**src/rtl/drs_pkg.sv**
```systemverilog
// Package for the depth reprojection splatter: payload structs, FSM states,
// fixed-point widths. No dependencies.
package drs_pkg;

	typedef struct packed {
		logic        req_type;
		logic [9:0]  col;
		logic [8:0]  row;
		logic [15:0] depth;
		logic        depth_valid;
	} in_item_t;

	typedef struct packed {
		logic [7:0] hue;
		logic       painted;
	} out_item_t;

	localparam int CFG_IDX_W = 3;
	localparam int NUM_CFG = 6;
	localparam logic REQ_SPLAT = 1'b0;
	localparam logic REQ_READ = 1'b1;

	// projected coordinate width (Q.26, fits 60 bits; keep margin)
	localparam int P_W = 64;
	localparam int Q_W = 64;

	typedef enum logic [3:0] {
		ST_IDLE,
		ST_MAC0,
		ST_MAC1,
		ST_MAC2,
		ST_DIV_START,
		ST_DIV_WAIT,
		ST_WIN,
		ST_PAINT,
		ST_RD_WAIT,
		ST_OUT,
		ST_CLEAR
	} state_t;

	typedef struct packed {
		logic start;
		logic busy;
		logic done;
	} div_ctl_t;

endpackage

```
**src/rtl/drs_div.sv**
```systemverilog
// Serial signed divider, one quotient bit per cycle, truncating toward zero.
// Depends on drs_pkg.
module drs_div (
	input  logic                clk,
	input  logic                arst_n,
	input  logic                start,
	input  logic signed [63:0]  num,
	input  logic signed [63:0]  den,
	output logic signed [63:0]  quot,
	output drs_pkg::div_ctl_t   ctl
);
	import drs_pkg::*;

	logic [63:0] rem_q, quo_q, dvs_q;
	logic [6:0]  cnt_q;
	logic        neg_q, busy_q, done_q;
	logic [64:0] trial;
	logic [64:0] shifted;

	assign shifted = {rem_q, quo_q[63]};
	assign trial = shifted - {1'b0, dvs_q};

	always_ff @(posedge clk or negedge arst_n) begin
		if (!arst_n) begin
			busy_q <= 1'b0;
			done_q <= 1'b0;
			cnt_q <= '0;
		end else begin
			done_q <= 1'b0;
			if (start) begin
				busy_q <= 1'b1;
				cnt_q <= 7'd64;
			end else if (busy_q) begin
				cnt_q <= cnt_q - 7'd1;
				if (cnt_q == 7'd1) begin
					busy_q <= 1'b0;
					done_q <= 1'b1;
				end
			end
		end
	end

	always_ff @(posedge clk) begin
		if (start) begin
			rem_q <= '0;
			quo_q <= num[63] ? 64'(-num) : num;
			dvs_q <= den[63] ? 64'(-den) : den;
			neg_q <= num[63] ^ den[63];
		end else if (busy_q) begin
			if (!trial[64]) begin
				rem_q <= trial[63:0];
				quo_q <= {quo_q[62:0], 1'b1};
			end else begin
				rem_q <= shifted[63:0];
				quo_q <= {quo_q[62:0], 1'b0};
			end
		end
	end

	assign quot = neg_q ? 64'(-quo_q) : quo_q;
	assign ctl.start = start;
	assign ctl.busy = busy_q;
	assign ctl.done = done_q;
endmodule

```
**config.mk**
```make
export PLATFORM = sky130hd
export DESIGN_NAME = drs_div
export DESIGN_NICKNAME = d
export VERILOG_FILES = /design/src/rtl/drs_pkg.sv /design/src/rtl/drs_div.sv
export SDC_FILE = /design/constraint.sdc
export NUM_CORES = 1
export LEC_CHECK = 0
export ABC_AREA = 0
export BUFFER_PORTS_ARGS = -buffer_cell sky130_fd_sc_hd__buf_2
export CORE_UTILIZATION = 30
export CTS_BUF_LIST = sky130_fd_sc_hd__clkbuf_8
export DETAILED_ROUTE_END_ITERATION = 10
export GPL_ROUTABILITY_DRIVEN = 0
export SYNTH_ARGS = -nofsm -noshare
export SYNTH_HDL_FRONTEND = slang
export SYNTH_SLANG_ARGS = --single-unit
```
**constraint.sdc**
```tcl
create_clock -name clk -period 5.85 [get_ports clk]
set_input_delay 0.2925 -clock clk [delete_from_list [all_inputs] [get_ports clk]]
set_output_delay 0.2925 -clock clk [all_outputs]
set_load 0.02 [all_outputs]
```
==> qor.yml <==
finish:
  layout.nets: 2280
  drive_above_1_share: 0.141
  diodes: 0
  area_growth_syn_to_layout_pct: 18.3
  design_area_sq_um: 18500
global_route:
  grt_max_degree: 147
  grt_use_total: 0.166
  grt_pass1_vias: 14100
  grt_pass1_wl_microns: 72300
  gr-total-overflow: 0
  antenna_found_initial: 0
power_and_ir_drop:
  p_leak_nw: 7.22
  power_density_nw_per_um2: 262
  ir_worst_vdd_mv: 0.106
yosys:
  syn_area_sq_um: 15600
  yosysUniqueCellTypes: 75
  synth_area_leaders: "edfxtp_1, xnor2_1, dfxtp_1"
  syn_area_per_cell_sq_um: 8.35
  yosysSeqAreaShare: 0.344
  synth_edf_count: 129
  synthCells: 1873
  synth_nets: 2074
  yosys_warnings: 0
  synth-seq-cells: 202
  async_flop_share: 0.0446
  yosysTopAreaCellShare: 0.248
  ys.flop_type: "edfxtp_1"
  synth_top_cell_by_area: "edfxtp_1"
clocking:
  htreeDepth: 2
  cts_tree: "done"
  clkTransAtPathRegs_ns: 0.05
  clock_sinks: 202
  cts-root-buf: "clkbuf_8"
  cts_buffers: 41
  cts_buffer_depth: 3
  clock_latency_ns: 0.60
  ctsResizeCount: 0
sta:
  max_slew_margin: 0.372
  report.final.slew_viol_count: 0
  setup_viol: 0
  fin_skew_ns: 0.0293
  finalHoldViolCount: 0
  tightestPinTransition_ns: 0.942
  max_freq_ghz: 0.193
  setup_tns_ns: 0
  rsz0062_at_grt: "no"
  fin_crit_ns: 5.17
  finalCritPeriodShare: 0.884
setup_path:
  rr_endpoint: "rem_q[56]"
  required_ns: 5.56
  timing.rr.start: "quo_q[63]"
  worst-endpoint-arrival_ns: 4.88
  cp-start-kind: "flip-flop"
  cpPeakStageDelay_ns: 0.54
  cp_slowest_cell: "or4_4"
  r2r_cells: 15
  crit_family: "simple AND/OR/NAND/NOR gates"
  end_kind: "primary output"
  crit_type: "reg -> out"
  critPathBufInv: 1
  worst-path-max-fanout: 6
  path_cells: "or4_4 -> or4_4 -> nor4_4 -> nand2_1 -> or2_2 -> or3_4 -> or4_4 -> or3_1 -> o31ai_1 -> xnor2_1 -> buf_2"
  crit_top_cell: "or4_4"
  rrSetupSlack_ns: 1.09
  critical_path.startpoint: "quo_q[13]"
hold_path:
  worstHoldEndpoint: "dvs_q[41]"
  min_path_cells: 2
  min_path_type: "in -> reg"
  worstHoldStart: "den[41]"
routing:
  viasPerCell: 5.26
  antenna_left: 0
  wire_per_inst_microns: 16.1
  wirelength_microns: 44900
  drtPass1Iterations: 6
  vias: 14700
  drt_iter0_markers: 835
  drc: 0
die:
  fp.dieW_microns: 230
  core-area_sq_um: 51400
  dieArea_sq_um: 53000
  start_util: 0.304
  placementRows: 83
  ios: 198
  dieHeight_microns: 230
outcome:
  status: "finished, final reports clean"
place:
  port_buffers: 197
  hpwl_microns: 33400
  post_dp_cell_area_sq_um: 17300
job:
  maxCapViolCount: 0
==> worst reg2reg max path: cells and delay by family, from the launching register on <==
kind / cells / cell delay, ns
flops: 1 / 0.49
buf+inv: 3 / 0.62
fa+ha+maj: 2 / 0.38
compound gates: 7 / 2.21
simple gates: 2 / 0.27
xor+xnor: 1 / 0.68
==> per-layer routing <==
| metal | GRT usage | part of all wire |
|---|---|---|
| met5 | 0 | 0 |
| met1 | 0.205 | 0.44 |
| met4 | 0.0548 | 0.026 |
| met2 | 0.286 | 0.47 |
| met3 | 0.0329 | 0.058 |
==> where the power goes <==
part	switching, mW	internal, mW	total [mW]
sequential	0.175	1.73	1.90
clock	0.660	0.742	1.40
combinational	0.934	0.608	1.54
total	1.77	3.08	4.84
==> kinds of logic (layout without fill, tap and decap cells) <==
group	count (synthesis)	in the layout	synth area share
buf+inv	191	430	0.0471
compound gates	496	496	0.208
simple gates	663	663	0.204
fa+ha+maj	70	70	0.0565
xor+xnor	246	246	0.138
mux	5	5	0.00328
flops	202	202	0.344
==> flip-flops by register name, summed over array words and instances (netlist names) <==
signal,flops
quo_q,64
busy_q,1
done_q,1
cnt_q,7
dvs_q,64
rem_q,64
neg_q,1
==> metrics by stage <==
step | util | hold WS (ns) | instances | total power [mW] | setup slack [ns]
3_5_place_dp | 0.336 | 0.175 | 2669 | 3.43 | 1.10
2_1_floorplan | - | -0.00309 | 1873 | 2.96 | 1.67
6_report | 0.360 | 0.0606 | 2792 | 4.84 | 0.679
3_3_place_gp | 0.336 | 0.168 | 2669 | 3.41 | 1.32
5_1_grt | 0.360 | 0.0183 | 2792 | 5.15 | 0.491
4_1_cts | 0.360 | 0.00192 | 2792 | 4.91 | 0.615
==> timing repair <==
| item | CTS | global route |
|---|---|---|
| buffers inserted | 0 | 0 |
| endpoints found under the hold margin | 56 | 0 |
| hold buffers | 47 | 0 |
==> placed cells by master, fill, tap and decap left out, types with 28 or more instances in the layout <==
master	Yosys	layout
xnor2_1	162	161
buf_2	1	196
nand2_1	219	219
ha_1	69	69
edfxtp_1	129	129
dlygate4sd3_1	0	47
xor2_1	84	83
clkbuf_8	0	45
o31ai_1	58	58
inv_1	98	115
o41ai_1	31	31
nand3_1	60	60
dfxtp_1	64	64
a21oi_1	141	141
nor2_1	181	180
nand4_1	28	28
a311oi_1	42	42
o21ai_0	116	116
==> worst max path at each step <==
stage                 to  slack (ns)  depth (start not counted)
2_1_floorplan   quot[58]        1.67                         10
3_3_place_gp   rem_q[23]        1.32                         15
3_5_place_dp   rem_q[41]        1.10                         15
4_1_cts         quot[57]        0.62                         11
5_1_grt         quot[57]        0.49                         11
6_report        quot[57]        0.68                         11
==> cell type report <==
type / count / area (sq um)
Clock buffer: 44 / 606
Clock inverter: 32 / 168
Fill cell: 5348 / 32900
Inverter: 98 / 368
Multi-Input combinational cell: 1480 / 9550
Sequential cell: 202 / 5380
Tap cell: 680 / 851
Timing Repair Buffer: 256 / 1580
==> cell usage after synthesis, drive strengths merged (59+ instances only) <==
library cell  number
nand2            220
dfxtp             64
nor2             181
inv               98
nand3             60
a21oi            141
ha                69
clkbuf            84
xor2              84
o31ai             59
o21ai            116
xnor2            162
edfxtp           129
Note: power is estimated with default switching activity, not from simulation.
